File: config.mk
export PLATFORM = sky130hd
export DESIGN_NAME = multipart_upload_boundary_scanner
export DESIGN_NICKNAME = d
export VERILOG_FILES = /design/src/mubs_pkg.sv /design/src/mubs_cell.sv /design/src/multipart_upload_boundary_scanner.sv
export SDC_FILE = /design/constraint.sdc
export NUM_CORES = 2
export LEC_CHECK = 0
export BUFFER_PORTS_ARGS = -buffer_cell sky130_fd_sc_hd__buf_4
export CAP_MARGIN = 20
export CORE_MARGIN = 2
export CORE_UTILIZATION = 52
export CTS_BUF_LIST = sky130_fd_sc_hd__clkbuf_2 sky130_fd_sc_hd__clkbuf_4 sky130_fd_sc_hd__clkbuf_8
export DETAILED_ROUTE_END_ITERATION = 12
export MAX_ROUTING_LAYER = met4
export PLACE_DENSITY = 0.75
export REMOVE_ABC_BUFFERS = 1
export SLEW_MARGIN = 20
export SYNTH_ARGS = -nofsm -noshare
export SYNTH_HDL_FRONTEND = slang
export SYNTH_SLANG_ARGS = --single-unit
File: constraint.sdc
create_clock -name clk -period 5.9 [get_ports clk]
set_input_delay 0.59 -clock clk [delete_from_list [all_inputs] [get_ports clk]]
set_output_delay 0.59 -clock clk [all_outputs]
set_load 0.01 [all_outputs]
File: src/mubs_pkg.sv
// ----------------------------------------------------------------------------
// mubs_pkg
// Shared constants, status codes and the field-text matcher of the scanner.
// ----------------------------------------------------------------------------
`default_nettype none

package mubs_pkg;

  localparam int MAX_DELIMITER_DEF = 80;
  localparam int FIELD_LEN = 15;

  localparam logic [7:0] CH_CR = 8'h0D;
  localparam logic [7:0] CH_LF = 8'h0A;

  localparam logic [2:0] ST_OK          = 3'd0;
  localparam logic [2:0] ST_NO_BOUNDARY = 3'd1;
  localparam logic [2:0] ST_NO_FIELD    = 3'd2;
  localparam logic [2:0] ST_NO_HDR_END  = 3'd3;
  localparam logic [2:0] ST_EMPTY       = 3'd4;

  localparam logic [7:0] FIELD_TEXT [FIELD_LEN] = '{
    8'h6E, 8'h61, 8'h6D, 8'h65, 8'h3D, 8'h22, 8'h66, 8'h69,
    8'h6C, 8'h65, 8'h6E, 8'h61, 8'h6D, 8'h65, 8'h22
  };

  // next progress of the name="filename" search, p below FIELD_LEN
  function automatic logic [3:0] field_next(input logic [3:0] p, input logic [7:0] b);
    logic [3:0] np;
    logic       done;
    logic       ok;
    logic [4:0] idx;
    np   = 4'd0;
    done = 1'b0;
    if (p < 4'(FIELD_LEN) && b == FIELD_TEXT[p]) begin
      np = p + 4'd1;
    end else begin
      for (int k = FIELD_LEN - 1; k >= 1; k--) begin
        if (!done && 4'(k) <= p) begin
          ok = (FIELD_TEXT[k-1] == b);
          for (int j = 0; j < FIELD_LEN - 2; j++) begin
            idx = 5'({1'b0, p}) - 5'(k) + 5'd1 + 5'(j);
            if (j + 1 < k && idx < 5'(FIELD_LEN) && FIELD_TEXT[j] != FIELD_TEXT[idx[3:0]])
              ok = 1'b0;
          end
          if (ok) begin
            np   = 4'(k);
            done = 1'b1;
          end
        end
      end
    end
    return np;
  endfunction

endpackage

`default_nettype wire

File: src/mubs_cell.sv
// ----------------------------------------------------------------------------
// mubs_cell
// One delimiter position: holds its byte and whether the stream tail
// matches the delimiter up to and including this position.
// ----------------------------------------------------------------------------
`default_nettype none

module mubs_cell (
  input  wire logic       clk,
  input  wire logic       clear,
  input  wire logic       wr,
  input  wire logic [7:0] wr_byte,
  input  wire logic       step,
  input  wire logic       active,
  input  wire logic [7:0] data,
  input  wire logic       prev_match,
  output logic            match,
  output logic            match_next
);

  logic [7:0] store;

  assign match_next = active & prev_match & (data == store);

  always_ff @(posedge clk) begin
    if (wr) begin
      store <= wr_byte;
    end
    if (clear) begin
      match <= 1'b0;
    end else if (step && active) begin
      match <= match_next;
    end
  end

endmodule

`default_nettype wire

File: src/multipart_upload_boundary_scanner.sv
// One byte per cycle is taken while in_stall is low. The delimiter compare
// is a row of cells, one per delimiter position, the active ones updated in
// the cycle a payload byte arrives; a result passes from the byte that
// completes it through a snapshot stage and a length stage that locates any
// trailing partial delimiter into the output register. out_stall holds the
// result and pushes back on in_stall only when both result stages are full.
// ----------------------------------------------------------------------------
// multipart_upload_boundary_scanner
// Locates the uploaded file in a multipart body and reports offset, length
// and status once per stream.
// ----------------------------------------------------------------------------
`default_nettype none

module multipart_upload_boundary_scanner #(
  parameter int MAX_DELIMITER = mubs_pkg::MAX_DELIMITER_DEF
) (
  input  wire logic        clk,
  input  wire logic        rst,
  input  wire logic        in_valid,
  output logic             in_stall,
  input  wire logic [7:0]  data_byte,
  input  wire logic        last_byte,
  output logic             out_valid,
  input  wire logic        out_stall,
  output logic [2:0]       status,
  output logic             boundary_found,
  output logic [31:0]      file_offset,
  output logic [31:0]      payload_length
);
  import mubs_pkg::*;

  localparam int LW = $clog2(MAX_DELIMITER + 1);
  localparam int G  = (MAX_DELIMITER + 7) / 8;

  typedef enum logic [2:0] {
    PH_BOUNDARY, PH_FIELD, PH_HEADER, PH_PAYLOAD, PH_DRAIN
  } phase_t;

  phase_t      phase, phase_next;
  logic [LW-1:0] dlen, dlen_next, trim_len, trim_len_next;
  logic [3:0]  fprog, fprog_next;
  logic        lhf, lhf_next;
  logic [7:0]  prev_byte;
  logic [2:0]  crlf, crlf_next;
  logic [31:0] byte_pos, byte_pos_next, pay_start, pay_start_next;
  logic [32:0] count, count_next;
  logic        sent, sent_next;

  logic        acc, clear, step, bwr, found, produce, end_pay;
  logic [2:0]  prod_status;
  logic [2:0]  crlf_tmp;

  logic [MAX_DELIMITER-1:0] m_cur, m_next;
  logic [G*8-1:0]           nv;
  logic [G-1:0]             g_any;
  logic [2:0]               g_hi [G];

  // result snapshot
  logic          r1_valid, r1_pay, r1_bf;
  logic [2:0]    r1_status;
  logic [31:0]   r1_start;
  logic [32:0]   r1_count;
  logic [LW-1:0] r1_pend_dl;
  logic          r1_use_dl;
  logic [G-1:0]  r1_gany;
  logic [2:0]    r1_ghi [G];
  logic          out_take, r1_move;

  assign out_take = !out_valid || !out_stall;
  assign r1_move  = r1_valid && out_take;
  assign in_stall = r1_valid && !out_take;
  assign acc      = in_valid && !in_stall;
  assign clear    = rst || (acc && last_byte);
  assign step     = acc && (phase == PH_PAYLOAD);
  assign bwr      = acc && (phase == PH_BOUNDARY) && (data_byte != CH_LF)
                    && (dlen < LW'(MAX_DELIMITER));

  // delimiter cells
  for (genvar i = 0; i < MAX_DELIMITER; i++) begin : g_cell
    logic       c_wr;
    logic [7:0] c_wb;
    logic       c_prev;
    if (i == 0) begin : g_first
      assign c_wr   = clear;
      assign c_wb   = CH_CR;
      assign c_prev = 1'b1;
    end else if (i == 1) begin : g_second
      assign c_wr   = clear;
      assign c_wb   = CH_LF;
      assign c_prev = m_cur[i-1];
    end else begin : g_rest
      assign c_wr   = bwr && (dlen == LW'(i));
      assign c_wb   = data_byte;
      assign c_prev = m_cur[i-1];
    end
    mubs_cell u_cell (
      .clk        (clk),
      .clear      (clear),
      .wr         (c_wr),
      .wr_byte    (c_wb),
      .step       (step),
      .active     (LW'(i) < dlen),
      .data       (data_byte),
      .prev_match (c_prev),
      .match      (m_cur[i]),
      .match_next (m_next[i])
    );
  end

  always_comb begin
    nv = '0;
    nv[MAX_DELIMITER-1:0] = m_next;
    found = 1'b0;
    for (int i = 0; i < MAX_DELIMITER; i++) begin
      if (LW'(i + 1) == dlen && m_next[i]) found = step;
    end
    for (int g = 0; g < G; g++) begin
      g_any[g] = |nv[g*8 +: 8];
      g_hi[g]  = 3'd0;
      for (int j = 0; j < 8; j++) begin
        if (nv[g*8 + j]) g_hi[g] = 3'(j);
      end
    end
  end

  always_comb begin
    phase_next     = phase;
    dlen_next      = dlen;
    trim_len_next  = trim_len;
    fprog_next     = fprog;
    lhf_next       = lhf;
    crlf_next      = crlf;
    pay_start_next = pay_start;
    count_next     = count;
    sent_next      = sent;
    crlf_tmp       = crlf;
    byte_pos_next  = (byte_pos == 32'hFFFF_FFFF) ? byte_pos : byte_pos + 32'd1;
    unique case (phase)
      PH_BOUNDARY: begin
        if (data_byte == CH_LF) begin
          dlen_next  = trim_len;
          phase_next = lhf ? PH_HEADER : PH_FIELD;
          crlf_next  = 3'd0;
          fprog_next = 4'd0;
          lhf_next   = 1'b0;
        end else begin
          if (dlen < LW'(MAX_DELIMITER)) begin
            dlen_next = dlen + LW'(1);
            if (data_byte != CH_CR) trim_len_next = dlen + LW'(1);
          end
          if (!lhf) begin
            fprog_next = field_next(fprog, data_byte);
            lhf_next   = (fprog_next == 4'(FIELD_LEN));
          end
        end
      end
      PH_FIELD: begin
        if (data_byte == CH_LF) begin
          if (lhf) begin
            phase_next = PH_HEADER;
            crlf_next  = (prev_byte == CH_CR) ? 3'd2 : 3'd0;
          end
          fprog_next = 4'd0;
          lhf_next   = 1'b0;
        end else if (!lhf) begin
          fprog_next = field_next(fprog, data_byte);
          lhf_next   = (fprog_next == 4'(FIELD_LEN));
        end
      end
      PH_HEADER: begin
        if (data_byte == CH_CR) begin
          if (crlf == 3'd0 || crlf == 3'd2) crlf_tmp = crlf + 3'd1;
          else if (crlf == 3'd3) crlf_tmp = 3'd1;
        end else if (data_byte == CH_LF) begin
          crlf_tmp = (crlf == 3'd2) ? 3'd0 : crlf + 3'd1;
        end else begin
          crlf_tmp = 3'd0;
        end
        crlf_next = crlf_tmp;
        if (crlf_tmp >= 3'd4) begin
          pay_start_next = byte_pos_next;
          phase_next     = PH_PAYLOAD;
        end
      end
      PH_PAYLOAD: begin
        count_next = (&count) ? count : count + 33'd1;
        if (found) begin
          sent_next  = 1'b1;
          phase_next = PH_DRAIN;
        end
      end
      default: begin
      end
    endcase

    end_pay     = 1'b0;
    prod_status = ST_OK;
    produce     = acc && (found || (last_byte && !sent));
    if (!found) begin
      priority case (phase_next)
        PH_BOUNDARY: prod_status = ST_NO_BOUNDARY;
        PH_FIELD:    prod_status = ST_NO_FIELD;
        PH_HEADER:   prod_status = ST_NO_HDR_END;
        default:     end_pay     = 1'b1;
      endcase
    end
  end

  always_ff @(posedge clk) begin
    if (rst) begin
      phase     <= PH_BOUNDARY;
      dlen      <= LW'(2);
      trim_len  <= LW'(2);
      fprog     <= 4'd0;
      lhf       <= 1'b0;
      prev_byte <= 8'd0;
      crlf      <= 3'd0;
      byte_pos  <= 32'd0;
      pay_start <= 32'd0;
      count     <= 33'd0;
      sent      <= 1'b0;
    end else if (acc) begin
      if (last_byte) begin
        phase     <= PH_BOUNDARY;
        dlen      <= LW'(2);
        trim_len  <= LW'(2);
        fprog     <= 4'd0;
        lhf       <= 1'b0;
        prev_byte <= 8'd0;
        crlf      <= 3'd0;
        byte_pos  <= 32'd0;
        pay_start <= 32'd0;
        count     <= 33'd0;
        sent      <= 1'b0;
      end else begin
        phase     <= phase_next;
        dlen      <= dlen_next;
        trim_len  <= trim_len_next;
        fprog     <= fprog_next;
        lhf       <= lhf_next;
        prev_byte <= data_byte;
        crlf      <= crlf_next;
        byte_pos  <= byte_pos_next;
        pay_start <= pay_start_next;
        count     <= count_next;
        sent      <= sent_next;
      end
    end
  end

  // snapshot stage
  always_ff @(posedge clk) begin
    if (rst) begin
      r1_valid <= 1'b0;
    end else if (acc && produce) begin
      r1_valid <= 1'b1;
    end else if (r1_move) begin
      r1_valid <= 1'b0;
    end
  end

  always_ff @(posedge clk) begin
    if (acc && produce) begin
      r1_pay     <= found || end_pay;
      r1_bf      <= found;
      r1_status  <= prod_status;
      r1_start   <= pay_start_next;
      r1_count   <= count_next;
      r1_use_dl  <= found;
      r1_pend_dl <= dlen;
      r1_gany    <= g_any;
      r1_ghi     <= g_hi;
    end
  end

  // length stage: longest partial delimiter at the tail, or the whole delimiter once found
  logic [LW-1:0] pend;
  logic [32:0]   len33;
  logic [31:0]   len32;

  always_comb begin
    pend = '0;
    for (int g = 0; g < G; g++) begin
      if (r1_gany[g]) pend = LW'(g * 8) + LW'(r1_ghi[g]) + LW'(1);
    end
    if (r1_use_dl) pend = r1_pend_dl;
    len33 = r1_count - 33'(pend);
    len32 = len33[32] ? 32'hFFFF_FFFF : len33[31:0];
  end

  always_ff @(posedge clk) begin
    if (rst) begin
      out_valid <= 1'b0;
    end else if (r1_move) begin
      out_valid <= 1'b1;
    end else if (out_take) begin
      out_valid <= 1'b0;
    end
  end

  always_ff @(posedge clk) begin
    if (r1_move) begin
      boundary_found <= r1_bf;
      if (r1_pay) begin
        status         <= (len32 == 32'd0) ? ST_EMPTY : ST_OK;
        file_offset    <= r1_start;
        payload_length <= len32;
      end else begin
        status         <= r1_status;
        file_offset    <= 32'd0;
        payload_length <= 32'd0;
      end
    end
  end

endmodule

`default_nettype wire

==> run_results.csv <==
group,metric,value,unit
timing,fin_setup_tns,0,ps
routing,wl_per_cell,24.7,um
worst_setup_path,required,6450,ps
floorplan,die_area,111000,um2
timing,skew,68.8,ps
grt,grt_max_degree,91,
placement,port_buffers,82,
power_and_ir_drop,ir_drop,0.217,mV
timing,worstMarginPinSlew,1130,ps
yosys,synth_top_area_frac,0.430,
cells_and_area,fill_cells,8859,
yosys,ys_seq_area_frac,0.505,
grt,grt-ovfl-total,0,
placement,hpwl,118000,um
timing,finalHoldViolations,0,
grt,grt_pass1_vias,42000,
worst_setup_path,worst_setup_path_end_kind,"register",
timing,maxSlewHeadroom,0.247,
cells_and_area,drive_above_1_share,0.123,
worst_setup_path,arrival,6040,ps
clocking,root_buffer,"clkbuf_8",
yosys,synth-seq-cells,1020,
yosys,ys_warn_count,0,
yosys,synth_area_leader_cell,"edfxtp_1",
yosys,synth_ff_type,"edfxtp_1",
status,outcome,"completed",
power_and_ir_drop,power,15.1,mW
power_and_ir_drop,p_per_area,240,nW/um2
job,max_cap_violations,0,
floorplan,rows,120,
clocking,numCtsBuffers,161,
yosys,synthTopCellsByArea,"edfxtp_1, xnor2_1, dfxtp_1, ha_1, nor2_1",
floorplan,initial_core_util,0.526,
worst_hold_path,whs_path_depth,3,
cells_and_area,fin_area,62700,um2
routing,antenna_left,0,
grt,antenna_found_initial,9,
yosys,ys_types,111,
cells_and_area,area_growth,11.1,%
clocking,clock-sinks,1020,
power_and_ir_drop,leakage,20.7,nW
routing,drc,0,
worst_setup_path,reg2reg_depth,22,
floorplan,fp.dieH,334,um
clocking,clkSlewWorstSetupHoldPaths,60,ps
yosys,synth_cells,5347,
timing,period_minus_slack,5490,ps
timing,max_freq,182,MHz
cells_and_area,mostFrequentLayoutCell,"edfxtp_1",
clocking,cts_buffer_depth,3,
grt,grtUsageTotal,0.314,
worst_setup_path,cp_max_fo,14,
placement,placed_cell_area,59200,um2
timing,whs,155,ps
cells_and_area,nets,5602,
routing,viasPerCell,6.34,
routing,wl,173000,um
cells_and_area,final_cell_mix,"edfxtp_1, xnor2_1, nor2_1",
routing,first_iter_violations,5650,
yosys,syn_area_per_cell,10.6,um2
placement,place.gp.congestion,1.02,
grt,grt_pass1_wl,260000,um
routing,vias,44300,
clocking,insertion_delay,880,ps
worst_setup_path,crit_type,"reg2reg",
yosys,synth-edff-count,808,
floorplan,core_area,107000,um2
timing,rsz0062_at_grt,"yes",
timing,setup_viol,0,
timing,drv_slew,0,
yosys,synthArstFlopShare,0,
worst_setup_path,r2r_slack,410,ps
yosys,synth.cell_area,56500,um2
clocking,cts_tree,"done",
worst_setup_path,critPathLaunchType,"register",
routing,detail_route.first_pass.iterations,6,
clocking,htree_num_levels,4,
worst_hold_path,hold_class,"in2reg",
timing,finalCritPeriodShare,0.931,
floorplan,io_pins,83,
floorplan,die_w,334,um
[state kept, by name (all words and copies together) (netlist names), 2 cells and up]
name                 flops
r1_pend_dl               7
r1_ghi                  30
r1_count                33
phase                    3
r1_gany                 10
payload_length          32
g_cell.u_cell.store    624
crlf                     3
pay_start               32
byte_pos                32
r1_status                2
dlen                     7
trim_len                 7
fprog                    4
prev_byte                8
status                   3
g_cell.u_cell.match     79
file_offset             32
count                   33
r1_start                32
[cell families after synthesis]
group	count (synthesis)	synth area share
simple gates	1779	0.162
mux	75	0.0153
flops	1020	0.505
xor+xnor	828	0.130
buf+inv	450	0.0355
fa+ha+maj	146	0.0325
compound gates	1049	0.120
[path summary, 6_finish.rpt]
| path | startpoint | end |
|---|---|---|
| hold / removal | in_valid | r1_valid$_SDFFE_PP0P_ |
| hold reg to reg | g_cell[1].u_cell.match$_SDFFE_PP0P_ | g_cell[1].u_cell.match$_SDFFE_PP0P_ |
| setup / recovery | r1_ghi[24]$_SDFFCE_PP1P_ | payload_length[0]$_SDFFCE_PN0P_ |
| setup reg to reg | r1_ghi[24]$_SDFFCE_PP1P_ | payload_length[0]$_SDFFCE_PN0P_ |
[through the flow]
stage | setup WS [ps] | instances | utilization
global placement | 363 | 6682 | 0.551
detailed placement | 306 | 6682 | 0.551
global route | -46.9 | 6993 | 0.584
finish | 407 | 6996 | 0.584
CTS | 261 | 6985 | 0.584
floorplan | -3530 | 4981 | -
[worst max-delay path: stages, from the launching register on]
cell and delay [ps]:
edfxtp_1 420, ha_1 220, ha_1 270, a221oi_1 80, a211oi_1 250, a211oi_1 70
a211oi_1 230, a211oi_1 80, a211oi_1 240, a211oi_1 80, a2111oi_0 430, a221oi_1 100
ha_1 360, a21o_1 210, a21oi_2 210, o31ai_1 90, a21oi_1 240, o211ai_1 130
or3_1 420, or3_1 440, xor2_1 260, buf_4 250, a21oi_1 90
[synth_stat cells (14+ instances only)]
master	instances
nor2b_1	69
o21a_1	15
nor4_1	97
mux2i_1	55
clkbuf_1	196
buf_2	110
edfxtp_1	808
nor3b_1	19
o211ai_1	37
or3_1	61
a2111oi_0	24
buf_1	18
nand2_1	351
xor2_1	147
or4_1	27
xnor2_1	675
nand2b_1	40
nor3_1	132
dfxtp_1	212
nand3_1	159
a21o_1	20
nand4_1	123
o22ai_1	17
a22oi_1	80
a32oi_1	22
and2_1	65
a211oi_1	19
nand3b_1	20
o21ai_0	253
and4_1	14
nor2_1	448
buf_4	34
and3_1	54
or2_2	15
a21oi_1	292
o31ai_1	23
o2111ai_1	18
ha_1	145
a31oi_1	48
a221oi_1	19
inv_1	71
[per-layer routing]
layer,GRT usage,share of wire,up-vias
li1,-,-,19800
met4,0.123,0.038,0
met1,0.424,0.41,21500
met3,0.0569,0.098,483
met5,-,0,-
met2,0.471,0.45,2511
[power breakdown]
part	total (mW)	leakage (nW)	internal [mW]	switching, mW
logic	0.838	9.83	0.288	0.550
clock network	6.41	1.84	3.55	2.86
registers	7.84	9.06	7.80	0.0396
[final cells by class]
class	instances	area, um2	share of cell area
Timing Repair Buffer	299	2530	0.0404
Multi-Input combinational cell	3877	26100	0.415
Clock inverter	60	571	0.00910
Tap cell	1403	1760	0.0280
Sequential cell	1020	28500	0.455
Inverter	84	315	0.00503
Clock buffer	242	2940	0.0469
Antenna cell	11	27.5	0.000439
[repair_timing]
action,in CTS,in global routing
setup buffers,0,0
endpoints found under the setup margin,0,31
gates resized for setup,0,3
hold buffers,1,0
endpoints found under the hold margin,1,0
Note: power is estimated with default switching activity, not from simulation.
